$ cat config.mk
export PLATFORM = sky130hd
export DESIGN_NAME = fexp_fmul
export DESIGN_NICKNAME = d
export VERILOG_FILES = /design/src/rtl/fexp_pkg.sv /design/src/rtl/fexp_fmul.sv
export SDC_FILE = /design/constraint.sdc
export NUM_CORES = 2
export LEC_CHECK = 0
export BUFFER_PORTS_ARGS = -buffer_cell sky130_fd_sc_hd__buf_2
export CORE_ASPECT_RATIO = 1.5
export CORE_MARGIN = 3
export CORE_UTILIZATION = 30
export DETAILED_ROUTE_END_ITERATION = 10
export SYNTH_ARGS = -nofsm -noshare
export SYNTH_HDL_FRONTEND = slang
export SYNTH_SLANG_ARGS = --single-unit
$ cat constraint.sdc
create_clock -name clk_i -period 8.97 [get_ports clk_i]
set_input_delay 1.794 -clock clk_i [delete_from_list [all_inputs] [get_ports clk_i]]
set_output_delay 1.794 -clock clk_i [all_outputs]
set_load 0.05 [all_outputs]
$ cat src/rtl/fexp_pkg.sv
// ----------------------------------------------------------------------------
// fexp_pkg
// Shared constants, special-case codes and a leading-zero helper for the float exp core.
// ----------------------------------------------------------------------------
package fexp_pkg;

  localparam int unsigned FpW      = 32;
  localparam int unsigned Latency  = 26;

  localparam logic [31:0] F_LIMIT  = 32'h42B0_0000;  // 88.0
  localparam logic [31:0] F_HALF   = 32'h3F00_0000;
  localparam logic [31:0] F_NHALF  = 32'hBF00_0000;
  localparam logic [31:0] F_ONE    = 32'h3F80_0000;
  localparam logic [31:0] F_LOG2E  = 32'h3FB8_AA3B;
  localparam logic [31:0] F_C1     = 32'h3F31_7218;
  localparam logic [31:0] F_C2     = 32'h3E75_FDF0;
  localparam logic [31:0] F_C3     = 32'h3D63_5844;
  localparam logic [31:0] F_C4     = 32'h3C1D_839F;
  localparam logic [31:0] F_QNAN   = 32'h7FC0_0000;
  localparam logic [31:0] F_PINF   = 32'h7F80_0000;
  localparam logic [31:0] F_PZERO  = 32'h0000_0000;

  typedef enum logic [1:0] {
    SPC_NONE,
    SPC_NAN,
    SPC_INF,
    SPC_ZERO
  } fexp_spc_e;

  // leading zero count, 48 when the word is zero
  function automatic logic [5:0] lzc48(input logic [47:0] v);
    logic [5:0] n;
    n = 6'd48;
    for (int i = 0; i < 48; i++) begin
      if (v[i]) n = 6'(47 - i);
    end
    return n;
  endfunction

endpackage

$ cat src/rtl/fexp_fmul.sv
// ----------------------------------------------------------------------------
// fexp_fmul
// Three-stage float32 multiplier, round to nearest even, subnormals kept.
// ----------------------------------------------------------------------------
module fexp_fmul (
  input  logic        clk_i,
  input  logic        en_i,
  input  logic [31:0] a_i,
  input  logic [31:0] b_i,
  output logic [31:0] z_o
);

  logic [7:0]         ea, eb;
  logic [23:0]        ma, mb;
  logic [47:0]        prod_d, prod1_q, prod2_q;
  logic signed [9:0]  ebase_d, ebase_q;
  logic               sgn1_q, sgn2_q;

  logic [5:0]         lz;
  logic signed [7:0]  shift_d, shift_q;
  logic signed [9:0]  expn_d, expn_q;
  logic               zero_d, zero_q;

  logic [7:0]         rsh;
  logic [5:0]         rsh_c;
  logic [95:0]        wide;
  logic [47:0]        sh;
  logic               stk, rnd;
  logic [7:0]         efield;
  logic [30:0]        body;
  logic [31:0]        z_d, z_q;

  // stage 1: mantissa product
  always_comb begin
    ea      = (a_i[30:23] == 8'd0) ? 8'd1 : a_i[30:23];
    eb      = (b_i[30:23] == 8'd0) ? 8'd1 : b_i[30:23];
    ma      = {|a_i[30:23], a_i[22:0]};
    mb      = {|b_i[30:23], b_i[22:0]};
    prod_d  = ma * mb;
    ebase_d = $signed({2'b00, ea}) + $signed({2'b00, eb}) - 10'sd127;
  end

  always_ff @(posedge clk_i) begin
    if (en_i) begin
      prod1_q <= prod_d;
      ebase_q <= ebase_d;
      sgn1_q  <= a_i[31] ^ b_i[31];
    end
  end

  // stage 2: normalize amount
  always_comb begin
    lz     = fexp_pkg::lzc48(prod1_q);
    zero_d = (prod1_q == 48'd0);
    if (ebase_q < $signed({4'b0000, lz})) begin
      shift_d = ebase_q[7:0];
    end else begin
      shift_d = $signed({2'b00, lz});
    end
    expn_d = ebase_q - 10'(shift_d) + 10'sd1;
  end

  always_ff @(posedge clk_i) begin
    if (en_i) begin
      prod2_q <= prod1_q;
      shift_q <= shift_d;
      expn_q  <= expn_d;
      zero_q  <= zero_d;
      sgn2_q  <= sgn1_q;
    end
  end

  // stage 3: shift, round, pack
  always_comb begin
    rsh   = 8'(-shift_q);
    rsh_c = (rsh > 8'd63) ? 6'd63 : rsh[5:0];
    wide  = {prod2_q, 48'd0} >> rsh_c;
    if (shift_q >= 0) begin
      sh  = prod2_q << shift_q[5:0];
      stk = 1'b0;
    end else begin
      sh  = wide[95:48];
      stk = |wide[47:0];
    end
    efield = sh[47] ? expn_q[7:0] : 8'd0;
    body   = {efield, sh[46:24]};
    rnd    = sh[23] & (stk | (|sh[22:0]) | sh[24]);
    if (zero_q) begin
      z_d = {sgn2_q, 31'd0};
    end else if (sh[47] && expn_q >= 10'sd255) begin
      z_d = {sgn2_q, 8'hFF, 23'd0};
    end else begin
      z_d = {sgn2_q, body + 31'(rnd)};
    end
  end

  always_ff @(posedge clk_i) begin
    if (en_i) z_q <= z_d;
  end

  assign z_o = z_q;

endmodule

-- Yosys cells after proc, flatten, opt, wreduce, memory -nomap -nowiden
Index checks and enable logic that the tools add are counted.
- word-level logic and storage cells: 93
- bits in registers: 159
- input port bits: 66
- output and inout bits: 32
- magnitude comparators: 4
- shift-type cells: 2
- add/subtract/negate cells: 6
- bitwise gates (word level): 4
- multipliers: 1
- mux-type cells: 56
- reductions and logical operators: 9
- operator list (kind ; count):
    6-bit two-way mux ; 48
    96-bit by 6-bit >> shifter with 96-bit output ; 1
    48-bit zero test ; 1
    24-bit by 24-bit multiplier with 48-bit output ; 1
    48-bit two-way mux ; 1
    48-bit OR reduction ; 1
    48-bit by 6-bit left shift with 48-bit output ; 1
    8-bit two-way mux ; 4
    31-bit by 1-bit adder with 31-bit output ; 1
    31-bit two-way mux ; 1
    23-bit OR reduction ; 1
    8-bit zero test ; 2
    8-bit OR reduction ; 2
    10-bit by 2-bit adder with 10-bit output, second input constant ; 1
    10-bit by 9-bit >= comparator with 1-bit output, second input constant ; 1
    10-bit by 7-bit < comparator with 1-bit output ; 1
    10-bit by 8-bit subtractor with 10-bit output ; 1
    9-bit by 7-bit subtractor with 10-bit output, second input constant ; 1
    8-bit by 8-bit adder with 9-bit output ; 1
    8-bit by 1-bit >= comparator with 1-bit output, second input constant ; 1
    8-bit by 6-bit greater-than comparator with 1-bit output, second input constant ; 1
    8-bit negator ; 1
    5-bit two-way mux ; 1
    1-bit OR ; 2
    5 further kinds ; 5

-- Longest topological paths before layout
- depth after elaboration: 52
- mapped depth: 29
- mapped depth without buffers: 29

-- Worst setup path before layout
Ideal clock, no wire load.
- path kind: input port to flip-flop
- start point: in a_i[26]
- end point: reg prod1_q[47], data pin
- arrival time: 8.825 ns
- required time: 8.710 ns
- library setup time: 0.260 ns
- stages on the path: 27
- slack: -0.114 ns
- buffers on the path: 1
- cells stage by stage: nor4_1 -> nand2_1 -> clkbuf_1 -> and2_1 -> fa_1 -> fa_1 -> fa_1 -> inv_1 -> fa_1 -> fa_1 -> fa_1 -> inv_1 -> fa_1 -> ha_1 -> o21ai_0 -> a211o_1 -> inv_1 -> o31a_1 -> a211o_1 -> a211oi_1 -> a21oi_1 -> a31oi_1 -> o211ai_1 -> or4_1 -> a31oi_1 -> o21ai_0 -> xnor2_1
- word-level cells in the longest chain between the ends: 2
- RTL lines (item ; RTL line ; text):
    start, declared ; fexp_fmul.sv:8 ; input logic [31:0] a_i,
    8-bit OR reduction ; fexp_fmul.sv:37 ; ma = {|a_i[30:23], a_i[22:0]};
    24-bit by 24-bit multiplier with 48-bit output ; fexp_fmul.sv:39 ; prod_d = ma * mb;
    via prod_d[47] ; fexp_fmul.sv:15 ; logic [47:0] prod_d, prod1_q, prod2_q;
    end signal, assigned ; fexp_fmul.sv:45 ; prod1_q <= prod_d;
    end, declared ; fexp_fmul.sv:15 ;
The timed path passes the listed nets, and every way through them passes these cells.
A chain may end at the register's enable or synchronous reset.

-- Worst setup path in the final report
Same ends and word-level chain as after synthesis.

==> impl_metrics.json <==
{
  "layout-drive-gt1-share_pct": 13.33,
  "place.gp.congestion": 0.9397,
  "critical_path_buf_inv_count": 7,
  "overflow": 0,
  "setup_slack_ps": 300.1,
  "r2r-end": "z_o[21]",
  "synthFlopType": "edfxtp_1",
  "worstPathRequired_ps": 9180,
  "wl_um": 94930,
  "start_util_pct": 30.31,
  "synth_edf_count": 159,
  "worstSetupPathType": "primary input to register",
  "cts_tree": "done",
  "cts_sinks": 159,
  "syn_nets": 4289,
  "synthTopCellsByArea": "fa_1 (30%), edfxtp_1 (15%), ha_1 (8.2%)",
  "regArea_um2": 4775,
  "hold_ws_ps": 416.1,
  "viasPerCell": 5.109,
  "cts_made_buffers": 17,
  "fill_cells": 10920,
  "relSlewSlack_pct": 23.54,
  "grt_pass1_wl_um": 149600,
  "setup.worst_path.start_class": "primary input",
  "rows": 146,
  "worst_clock_skew_ps": 19.31,
  "clock_path_buffers": 2,
  "antenna-diode-count": 0,
  "firstDrtPassIters": 6,
  "place_ws_ps": -337.8,
  "clk_pin_slew_ps": 80,
  "cp.depth": 30,
  "netlist_area_um2": 32060,
  "dieArea_um2": 110900,
  "ys_seq_area_share_pct": 14.89,
  "timing.rr.start": "shift_q[2]",
  "maxCapViolCount": 0,
  "portBuffers": 97,
  "synthArstFlopShare_pct": 0,
  "die_x_um": 272.9,
  "final.min_clock_period_ps": 8670,
  "cp-end-kind": "register",
  "grt_start_max_net_pins": 91,
  "rsz0062_at_grt": "true",
  "crit_family": "adder cells",
  "root_buffer": "clkbuf_16",
  "path_max_fanout": 5,
  "holdPathEnd": "z_o[31]",
  "fmax_mhz": 115.3,
  "nets": 4423,
  "core-area_um2": 105800,
  "die-height_um": 406.4,
  "area_growth_pct": 12.01,
  "synth_top_area_cell": "fa_1",
  "worst-r2r-cell-count": 15,
  "vias": 25960,
  "setup_viol": 0,
  "grt_pass1_vias": 27410,
  "synth_cells": 3528,
  "crit_arrival_ps": 8880,
  "period_share_pct": 96.65,
  "synthDistinctLibCells": 99,
  "whs_path_depth": 0,
  "synth_top_cell_area_share_pct": 30.23,
  "hold_viol": 0,
  "hold_path_class": "register to register",
  "num_io_pins": 98,
  "final_max_slew_viol_count": 0,
  "postCtsHoldBufs": 0,
  "ant_nets": 0,
  "htreeDepth": 4,
  "slowest_stage": "fa_1",
  "worst_slew_pin_slew_ps": 1118,
  "synth.avg_cell_area_um2": 9.086,
  "reg2reg_slack_ps": 2100,
  "initialDrtViolationCount": 1616,
  "drc": 0,
  "grt.total_usage_pct": 17.14,
  "status": "finished clean",
  "clock_latency_ps": 460,
  "wl_per_cell_um": 18.68,
  "synth-seq-cells": 159,
  "synth_warnings": 0,
  "hpwlAfterDp_um": 80170,
  "multiInputGateArea_um2": 24450,
  "crit_top_cell": "fa_1",
  "min_from": "sgn2_q",
  "cp-startpoint": "a_i[26]",
  "slowest_delay_ps": 540,
  "antenna_found_initial": 2
}
[cells in the mapped netlist, drive strengths merged, types with 17 or more instances]
cell / n
a31oi: 31
a21o: 33
a211oi: 29
fa: 484
nor2b: 18
inv: 535
o211ai: 17
nand2: 530
nor2: 139
nor3: 40
nor4: 29
edfxtp: 159
nand3: 117
buf: 55
ha: 211
o21ai: 110
and3: 22
mux4: 53
xor2: 24
a21oi: 134
and2: 229
xnor2: 56
clkbuf: 153
mux2: 23
mux2i: 70
[placed cells by master, fill, tap and decap left out, drive strengths merged, types with 13 or more instances in the layout]
master / n
nand3: 117
nor3: 40
a31oi: 31
buf: 323
mux2: 23
nand4: 13
a21oi: 134
mux2i: 70
xor2: 24
and2: 229
o21a: 13
and3: 22
nor2b: 18
o21bai: 15
xnor2: 56
nand2b: 15
a21o: 33
edfxtp: 159
ha: 211
inv: 542
o211ai: 17
nor2: 139
a211oi: 29
clkbuf: 18
mux4: 53
fa: 484
o21ai: 110
nor4: 29
nand2: 530
[worst register-to-register path, stage by stage, from the launching register on]
cell       delay (ps)
edfxtp_1          370
buf_4             280
or3_4             470
or4_4             530
a211o_1           570
buf_4             390
nor2_4            640
buf_4             440
o211ai_1          180
a31oi_1           610
a222oi_1          340
a2111oi_4         620
nand4_2           520
nor4_1            400
xnor2_1           110
nor2b_1           150
[sequential cells by signal, indices dropped and copies added (netlist names)]
name     flops
prod2_q     48
shift_q      8
zero_q       1
sgn1_q       1
prod1_q     48
z_o         32
sgn2_q       1
ebase_q     10
expn_q      10
[stage by stage]
stage	cells	utilization [%]	area (um2)	TNS, ps
floorplan	3528	-	32070	0
global placement	5049	33.33	35260	-572.8
detailed placement	5049	33.33	35260	-744.7
CTS	5081	33.90	35860	0
global route	5081	33.95	35910	-36.78
finish	5081	33.95	35910	0
[repair_timing]
action	4_1_cts	5_1_grt
gates resized for setup	0	8
endpoints found under the setup margin	0	4
buffers inserted	0	0
[layer usage]
layer / vias up / track usage [%] / part of all wire [%]
met5: - / 0 / 0.033
met2: 819 / 32.78 / 54
met1: 13030 / 18.96 / 37
li1: 11880 / - / -
met4: 4 / 7.781 / 4.5
met3: 230 / 1.645 / 4.4
[worst max path at each step]
stage	to
after CTS	prod1_q[47]
after detailed placement	prod1_q[47]
after floorplan	prod1_q[47]
final	prod1_q[47]
after global routing	prod1_q[47]
after global placement	prod1_q[47]
[area by class of cell]
class | instances | area share [%]
multi-input combinational | 2625 | 68.08
clock buffer | 18 | 1.195
tap | 1406 | 4.899
sequential | 159 | 13.30
inverter | 536 | 5.603
timing repair buffer | 323 | 6.443
clock inverter | 14 | 0.4843
[logic make-up after synthesis]
family / share of synthesized area [%]
and+or+nand+nor: 18.13
adders and majority gates: 38.46
DFF: 14.89
xor gates and xnor gates: 2.186
muxes: 6.717
buffers and inverters: 9.078
AOI/OAI and AO/OA: 10.53
Power is left out: the tool's default activity adds up to more than one toggle a clock period on the data nets, which glitch-free logic cannot reach.
