--- config.mk ---
export PLATFORM = sky130hd
export DESIGN_NAME = fexp_fadd
export DESIGN_NICKNAME = d
export VERILOG_FILES = /design/src/rtl/fexp_pkg.sv /design/src/rtl/fexp_fadd.sv
export SDC_FILE = /design/constraint.sdc
export NUM_CORES = 1
export LEC_CHECK = 0
export ABC_AREA = 1
export ABC_CLOCK_PERIOD_IN_PS = 25600
export BUFFER_PORTS_ARGS = -buffer_cell sky130_fd_sc_hd__buf_2
export CAP_MARGIN = 20
export CORE_MARGIN = 2
export CORE_UTILIZATION = 50
export DETAILED_ROUTE_END_ITERATION = 8
export PLACE_DENSITY = 0.7
export SLEW_MARGIN = 20
export SYNTH_ARGS = -nofsm -noshare
export SYNTH_HDL_FRONTEND = slang
export SYNTH_SLANG_ARGS = --single-unit
export TNS_END_PERCENT = 20
--- constraint.sdc ---
create_clock -name clk_i -period 25.6 [get_ports clk_i]
set_input_delay 3.84 -clock clk_i [delete_from_list [all_inputs] [get_ports clk_i]]
set_output_delay 3.84 -clock clk_i [all_outputs]
set_load 0.005 [all_outputs]
--- src/rtl/fexp_pkg.sv ---
// ----------------------------------------------------------------------------
// fexp_pkg
// Shared constants, special-case codes and a leading-zero helper for the float exp core.
// ----------------------------------------------------------------------------
package fexp_pkg;

  localparam int unsigned FpW      = 32;
  localparam int unsigned Latency  = 26;

  localparam logic [31:0] F_LIMIT  = 32'h42B0_0000;  // 88.0
  localparam logic [31:0] F_HALF   = 32'h3F00_0000;
  localparam logic [31:0] F_NHALF  = 32'hBF00_0000;
  localparam logic [31:0] F_ONE    = 32'h3F80_0000;
  localparam logic [31:0] F_LOG2E  = 32'h3FB8_AA3B;
  localparam logic [31:0] F_C1     = 32'h3F31_7218;
  localparam logic [31:0] F_C2     = 32'h3E75_FDF0;
  localparam logic [31:0] F_C3     = 32'h3D63_5844;
  localparam logic [31:0] F_C4     = 32'h3C1D_839F;
  localparam logic [31:0] F_QNAN   = 32'h7FC0_0000;
  localparam logic [31:0] F_PINF   = 32'h7F80_0000;
  localparam logic [31:0] F_PZERO  = 32'h0000_0000;

  typedef enum logic [1:0] {
    SPC_NONE,
    SPC_NAN,
    SPC_INF,
    SPC_ZERO
  } fexp_spc_e;

  // leading zero count, 48 when the word is zero
  function automatic logic [5:0] lzc48(input logic [47:0] v);
    logic [5:0] n;
    n = 6'd48;
    for (int i = 0; i < 48; i++) begin
      if (v[i]) n = 6'(47 - i);
    end
    return n;
  endfunction

endpackage

--- src/rtl/fexp_fadd.sv ---
// ----------------------------------------------------------------------------
// fexp_fadd
// Three-stage float32 adder, round to nearest even, subnormals kept.
// ----------------------------------------------------------------------------
module fexp_fadd (
  input  logic        clk_i,
  input  logic        en_i,
  input  logic [31:0] a_i,
  input  logic [31:0] b_i,
  output logic [31:0] z_o
);

  logic [31:0] big, sml;
  logic [7:0]  ebig, esml, dexp;
  logic [4:0]  rsh;
  logic [26:0] bext, sext, al;
  logic [58:0] wide;
  logic        stk;
  logic [27:0] sum_d, sum1_q, sum2_q;
  logic [7:0]  exp1_q;
  logic        sgn1_q, zs1_q, sgn2_q, zs2_q;

  logic [5:0]  lz;
  logic [4:0]  lz1, l_d, l_q;
  logic [8:0]  expn_d, expn_q;
  logic        zero_d, zero_q;

  logic [26:0] nrm;
  logic [7:0]  efield;
  logic [30:0] body;
  logic        rnd;
  logic [31:0] z_d, z_q;

  // stage 1: order, align, add
  always_comb begin
    if (a_i[30:0] >= b_i[30:0]) begin
      big = a_i;
      sml = b_i;
    end else begin
      big = b_i;
      sml = a_i;
    end
    ebig  = (big[30:23] == 8'd0) ? 8'd1 : big[30:23];
    esml  = (sml[30:23] == 8'd0) ? 8'd1 : sml[30:23];
    dexp  = ebig - esml;
    rsh   = (dexp > 8'd31) ? 5'd31 : dexp[4:0];
    bext  = {|big[30:23], big[22:0], 3'b000};
    sext  = {|sml[30:23], sml[22:0], 3'b000};
    wide  = {sext, 32'd0} >> rsh;
    stk   = |wide[31:0];
    al    = {wide[58:33], wide[32] | stk};
    if (big[31] != sml[31]) begin
      sum_d = {1'b0, bext} - {1'b0, al};
    end else begin
      sum_d = {1'b0, bext} + {1'b0, al};
    end
  end

  always_ff @(posedge clk_i) begin
    if (en_i) begin
      sum1_q <= sum_d;
      exp1_q <= ebig;
      sgn1_q <= big[31];
      zs1_q  <= a_i[31] & b_i[31];
    end
  end

  // stage 2: normalize amount
  always_comb begin
    lz     = fexp_pkg::lzc48({sum1_q, 20'd0});
    zero_d = (sum1_q == 28'd0);
    lz1    = 5'(lz - 6'd1);
    if (sum1_q[27]) begin
      l_d    = 5'd0;
      expn_d = {1'b0, exp1_q} + 9'd1;
    end else begin
      if ({3'b000, lz1} < (exp1_q - 8'd1)) l_d = lz1;
      else l_d = 5'(exp1_q - 8'd1);
      expn_d = {1'b0, exp1_q} - {4'd0, l_d};
    end
  end

  always_ff @(posedge clk_i) begin
    if (en_i) begin
      sum2_q <= sum1_q;
      l_q    <= l_d;
      expn_q <= expn_d;
      zero_q <= zero_d;
      sgn2_q <= sgn1_q;
      zs2_q  <= zs1_q;
    end
  end

  // stage 3: shift, round, pack
  always_comb begin
    if (sum2_q[27]) nrm = {sum2_q[27:2], sum2_q[1] | sum2_q[0]};
    else nrm = sum2_q[26:0] << l_q;
    efield = nrm[26] ? expn_q[7:0] : 8'd0;
    body   = {efield, nrm[25:3]};
    rnd    = nrm[2] & (nrm[1] | nrm[0] | nrm[3]);
    if (zero_q) begin
      z_d = {zs2_q, 31'd0};
    end else if (nrm[26] && expn_q >= 9'd255) begin
      z_d = {sgn2_q, 8'hFF, 23'd0};
    end else begin
      z_d = {sgn2_q, body + 31'(rnd)};
    end
  end

  always_ff @(posedge clk_i) begin
    if (en_i) z_q <= z_d;
  end

  assign z_o = z_q;

endmodule
After elaboration in Yosys (flattened, before gate mapping)
Cells that the tools add are included.
Widths: inputs -> output; s select.
- add/subtract/negate cells: 8
- $lt $le $gt $ge: 4
- eq/ne operators: 1
- shift operators: 2
- muxes and demuxes: 41
- bitwise logic cells: 6
- reductions and logical operators: 8
- operators with widths (operator ; number):
    $mux 5 ; 30
    $mux 32 ; 3
    $shr 59x5->59 ; 1
    $reduce_or 32->1 ; 1
    $add 31x1->31 ; 1
    $ge 31x31->1 ; 1
    $mux 31 ; 1
    $add 27x27->28 ; 1
    $logic_not 28->1 ; 1
    $mux 28 ; 1
    $sub 27x27->28 ; 1
    $mux 27 ; 1
    $shl 27x5->27 ; 1
    $mux 8 ; 3
    $logic_not 8->1 ; 2
    $reduce_or 8->1 ; 2
    $add 8x1->9 const B ; 1
    $ge 9x8->1 const B ; 1
    $mux 9 ; 1
    $sub 8x5->9 ; 1
    $gt 8x5->1 const B ; 1
    $lt 5x8->1 ; 1
    $sub 8x1->8 const B ; 1
    $sub 8x8->8 ; 1
    7 further kinds ; 11
- flip-flop bits (word level): 115
- input bits: 66
- output and inout bits: 32
- word-level logic and storage cells: 83

Longest topological paths before layout
- depth in word-level cells: 34
- mapped depth: 66
- depth with buffers taken out: 64

Least setup slack after synthesis
Ideal clock, no wire load.
- path type: input-to-reg
- start point: input b_i[30]
- end point: register sum1_q[25], data pin
- data arrival time: 10882 ps
- data required time: 25348 ps
- path slack: 14466 ps
- cell stages on the path: 53
- path through: inv_1 ha_1 nand2_1 nor4b_1 nand4_1 nand3_1 nor2_1 nand2_2 buf_4 buf_2 clkbuf_1 clkbuf_1 o21ai_0 nand4_1 nand2_1 inv_1 ha_1 inv_1 (+17 left out) inv_1 fa_1 o31ai_1 nand2_1 a21oi_1 nor2_1 o31ai_1 a21oi_1 o21bai_1 a21oi_1 inv_1 a21oi_1 o31ai_1 nand3_1 nand2_1 xor2_1 nand2_1 nand2_1
- longest elaborated chain between the ends: 12
- ends and longest elaborated chain (what ; RTL line ; RTL):
    from (decl) ; fexp_fadd.sv:9 ; input logic [31:0] b_i,
    $ge 31x31->1 ; fexp_fadd.sv:36 ; if (a_i[30:0] >= b_i[30:0]) begin
    $mux 32 (*) ; fexp_fadd.sv:36 ;
    $logic_not 8->1 ; fexp_fadd.sv:43 ; ebig = (big[30:23] == 8'd0) ? 8'd1 : big[30:23];
    $mux 8 (*) ; fexp_fadd.sv:43 ;
    net ebig[0] ; fexp_fadd.sv:14 ; logic [7:0] ebig, esml, dexp;
    $sub 8x8->8 (*) ; fexp_fadd.sv:45 ; dexp = ebig - esml;
    $gt 8x5->1 ; fexp_fadd.sv:46 ; rsh = (dexp > 8'd31) ? 5'd31 : dexp[4:0];
    $mux 5 (*) ; fexp_fadd.sv:46 ;
    $shr 59x5->59 (*) ; fexp_fadd.sv:49 ; wide = {sext, 32'd0} >> rsh;
    $reduce_or 32->1 ; fexp_fadd.sv:50 ; stk = |wide[31:0];
    $or 1x1->1 ; fexp_fadd.sv:51 ; al = {wide[58:33], wide[32] | stk};
    $add 27x27->28 or $sub 27x27->28 (tied branches) ; fexp_fadd.sv:55, fexp_fadd.sv:53 ;
    $mux 28 (*) ; fexp_fadd.sv:52 ; if (big[31] != sml[31]) begin
    net sum_d[25] ; fexp_fadd.sv:19 ; logic [27:0] sum_d, sum1_q, sum2_q;
    to (signal assigned) ; fexp_fadd.sv:61 ; sum1_q <= sum_d;
    to (decl) ; fexp_fadd.sv:19 ;
The timed path passes the listed nets; every way through them passes the cells marked *.
A chain may end at the register's enable or synchronous reset.

Worst setup path in the final report
- start point: input b_i[2]
- end point: register sum1_q[24], data pin
- longest elaborated chain between the ends: 12
- ends and longest elaborated chain (what ; RTL line):
    $ge 31x31->1 (*) ; fexp_fadd.sv:36
    $mux 32 (*) ; fexp_fadd.sv:36
    $logic_not 8->1 ; fexp_fadd.sv:43
    $mux 8 (*) ; fexp_fadd.sv:43
    net ebig[5] ; fexp_fadd.sv:14
    $sub 8x8->8 (*) ; fexp_fadd.sv:45
    $gt 8x5->1 (*) ; fexp_fadd.sv:46
    $mux 5 (*) ; fexp_fadd.sv:46
    $shr 59x5->59 (*) ; fexp_fadd.sv:49
    $reduce_or 32->1 ; fexp_fadd.sv:50
    $or 1x1->1 ; fexp_fadd.sv:51
    $add 27x27->28 or $sub 27x27->28 (tied branches) ; fexp_fadd.sv:55, fexp_fadd.sv:53
    $mux 28 (*) ; fexp_fadd.sv:52
    net sum_d[24] ; fexp_fadd.sv:19
Marks and branches as above.

==> summary.txt <==
Status
  – Status: complete, no violations

CTS
  – Clk slew on worst S/H paths: 0.06 ns
  – # H-tree levels: 4
  – Root Buffer: clkbuf_16
  – Max Root-Sink Buffers: 2
  – CTS sink count: 115
  – CTS Buf Count: 17
  – Post-CTS setup buffers: 0
  – PostCTS Resize Cnt: 0
  – Clock Latency Late Sink: 0.42 ns
  – CTS tree: built
  – Post-CTS Hold Fix Bufs: 0

Power
  – Flop pwr share: 0.263
  – Power Density: 75.1 nW/um^2
  – Internal: 0.000581 W
  – Clk pwr share: 0.219
  – Worst IR drop on VDD: 0.0000519 V
  – Leakage Power: 6.95 nW
  – Switch share: 0.458
  – Net Switching: 0.000492 W
  – Comb pwr share: 0.518

Logic synthesis
  – Top cells by area, synth: edfxtp_1 (26%), nand2_1 (16%), ha_1 (10%)
  – Top cell type's share of synthesized area: 0.264
  – Most numerous cell in the Yosys netlist: nand2_1
  – Yosys cell types: 57
  – Ys async rst share: 0
  – Register bit total from synthesis: 115
  – Most frequent cells after synthesis: nand2_1 (571), inv_1 (277), o21ai_0 (175)
  – Area leader, netlist: edfxtp_1
  – Seq/Total Area, Yosys: 0.264
  – Post-Syn Area: 13100 um^2
  – Syn Inst Count: 2019
  – Post-synthesis area per instance: 6.48 um^2
  – Net Count, Synth: 2193
  – EDFF count, synth: 115
  – Synth warn: 0
  – Main synth FF type: edfxtp_1

Drt
  – Residual DRC count: 0
  – DRT Wirelength: 38100 um
  – ANT nets after route: 0
  – Vias: 13.1k
  – Number of vias per cell: 5.42
  – Per-cell routed wire length: 15.8 um
  – Initial DRC count: 854
  – Drt first pass iters: 5

Global route
  – GRT Overall Usage: 0.272
  – Vias in the first global route: 12.3k
  – Largest net degree at the start of global routing: 103
  – Gr ovfl total: 0
  – First-pass GRT wire length: 60700 um
  – Initial antenna violation count: 0

Place
  – Pre-CTS setup slack: 11.68 ns
  – Post-DP HPWL: 31100 um
  – GPL Wtd Cong: 0.961
  – IO buf count: 97
  – Placed Area: 13700 um^2

Critical path
  – Critical Path RT: 25.77 ns
  – Worst path most repeated cell: nand2_1
  – Critical R2R Capture: expn_q[7]
  – CP top delay family: simple AND/OR/NAND/NOR gates
  – CP max-delay cell: buf_4
  – Worst setup path category: in -> reg
  – Crit. End Element: flip-flop
  – RR Startpoint: sum1_q[1]
  – FF-to-FF setup slack: 19.91 ns
  – Crit path max fanout: 102
  – CP bufs+invs: 13
  – FF-to-FF path depth: 50
  – WP data arrival: 13.84 ns
  – Startpoint Class: input pin
  – Crit path largest cell delay: 0.63 ns

Floorplanning
  – Core area: 25800 um^2
  – Initial Util: 0.506
  – Die area: 27500 um^2
  – Row count: 59
  – Chip width: 166 um
  – # IOs: 98
  – Height of the die: 166 um

Timing
  – Final Setup Violations: 0
  – Final worst path period need: 13.67 ns
  – Slew Limit Fails: 0
  – Period utilization: 0.534
  – RSZ-0062 raised after global routing: false
  – Slew HR: 0.330
  – Setup ws final: 11.93 ns
  – Worst Skew: 0.0125 ns
  – Achievable Freq: 0.0731 GHz
  – Post-route setup TNS: 0 ns
  – Final Hold Vio Count: 0
  – Worst Max-Slew Pin Slew: 0.994 ns

Finish
  – Area delta synth->final: 9.24%
  – Nets: 2239
  – Share of cells above drive strength 1: 0.0818
  – Util after Layout: 0.553
  – N_diodes: 0
  – Final instance area: 14300 um^2

Job
  – Max-cap violations: 0

Worst hold path
  – Hold crit path type: reg -> reg
  – Endpoint with the worst hold slack: sgn2_q
  – Cells on Worst Hold Path: 0
  – Critical hold path startpoint: sgn1_q
## per-stage QoR
stage / hold slack [ns] / std cells / power [W]
after floorplan: 0.400 / 2019 / 0.000685
after global placement: 0.436 / 2381 / 0.000825
after detailed placement: 0.422 / 2381 / 0.000831
after CTS: 0.440 / 2413 / 0.00107
after global routing: 0.445 / 2413 / 0.00116
final: 0.436 / 2413 / 0.00107
## per-layer routing
layer	vias up	GRT usage	wire length (um)
li1	6744	-	-
met1	5894	0.300	15200
met2	343	0.497	18800
met3	108	0.0217	1340
met4	0	0.187	2730
met5	-	0	0
## layout make-up
| type | instances | area, um^2 |
|---|---|---|
| Multi-Input combinational cell | 1538 | 8200 |
| Fill cell | 2596 | 11500 |
| Clock inverter | 14 | 156 |
| Sequential cell | 115 | 3450 |
| Inverter | 287 | 1080 |
| Tap cell | 335 | 419 |
| Clock buffer | 18 | 429 |
| Timing Repair Buffer | 106 | 556 |
## placed cells by master, fill, tap and decap left out, types with 5 or more instances in the layout
cell / instances
clkinv_4: 5
o21ai_1: 37
o22ai_1: 19
buf_2: 96
edfxtp_1: 115
o31ai_1: 8
a21o_1: 6
a21oi_1: 110
nand2_1: 571
nand4_1: 23
xor2_1: 40
nor2_1: 168
a31oi_1: 9
or2_2: 10
inv_1: 277
mux2i_1: 16
clkbuf_16: 17
o21ai_0: 175
xnor2_1: 15
nor3_1: 13
o211ai_1: 8
nand3_1: 143
ha_1: 105
inv_2: 7
nor4_1: 10
buf_4: 10
## worst register-to-register path: cells and delay by family, from the launching register on
kind                     cells  cell delay [ns]
AO/OA/AOI/OAI                4             0.68
XOR/XNOR                     2             0.42
adder cells (fa/ha/maj)      4             0.95
buffers and inverters        2             0.13
flip-flops                   1             0.40
AND/OR/NAND/NOR             38             2.87
## cells by family (layout without fill, tap and decap cells)
kind of cell / after synthesis / after routing / share of synthesized area
mux: 16 / 16 / 0.0122
buf+inv: 366 / 425 / 0.110
flops: 115 / 115 / 0.264
xor+xnor: 55 / 55 / 0.0368
fa+ha+maj: 108 / 108 / 0.105
compound gates: 398 / 398 / 0.166
simple gates: 961 / 961 / 0.307
## how the worst max path moves through the flow
stage | endpoint | start | slack [ns] | depth (start not counted)
after floorplan | sum1_q[25] | b_i[30] | 14.47 | 53
after CTS | sum1_q[24] | b_i[2] | 12.09 | 61
after global routing | sum1_q[24] | b_i[2] | 10.57 | 61
after detailed placement | sum1_q[24] | b_i[2] | 11.68 | 61
after global placement | sum1_q[24] | b_i[2] | 11.88 | 61
final | sum1_q[24] | b_i[2] | 11.93 | 61
## registers in the layout, indices dropped and copies added (netlist names)
name / flops
zs2_q: 1
expn_q: 9
sum2_q: 28
zero_q: 1
sgn2_q: 1
zs1_q: 1
z_o: 32
sum1_q: 28
l_q: 5
sgn1_q: 1
exp1_q: 8
## power groups by stage
stage	combinational (W)	clock [W]	sequential (W)
2_1_floorplan	0.000405	0	0.000280
4_1_cts	0.000549	0.000237	0.000283
3_5_place_dp	0.000545	0	0.000286
3_3_place_gp	0.000539	0	0.000285
6_report	0.000556	0.000234	0.000283
5_1_grt	0.000627	0.000247	0.000287
Power figures use the tool's default switching activity.
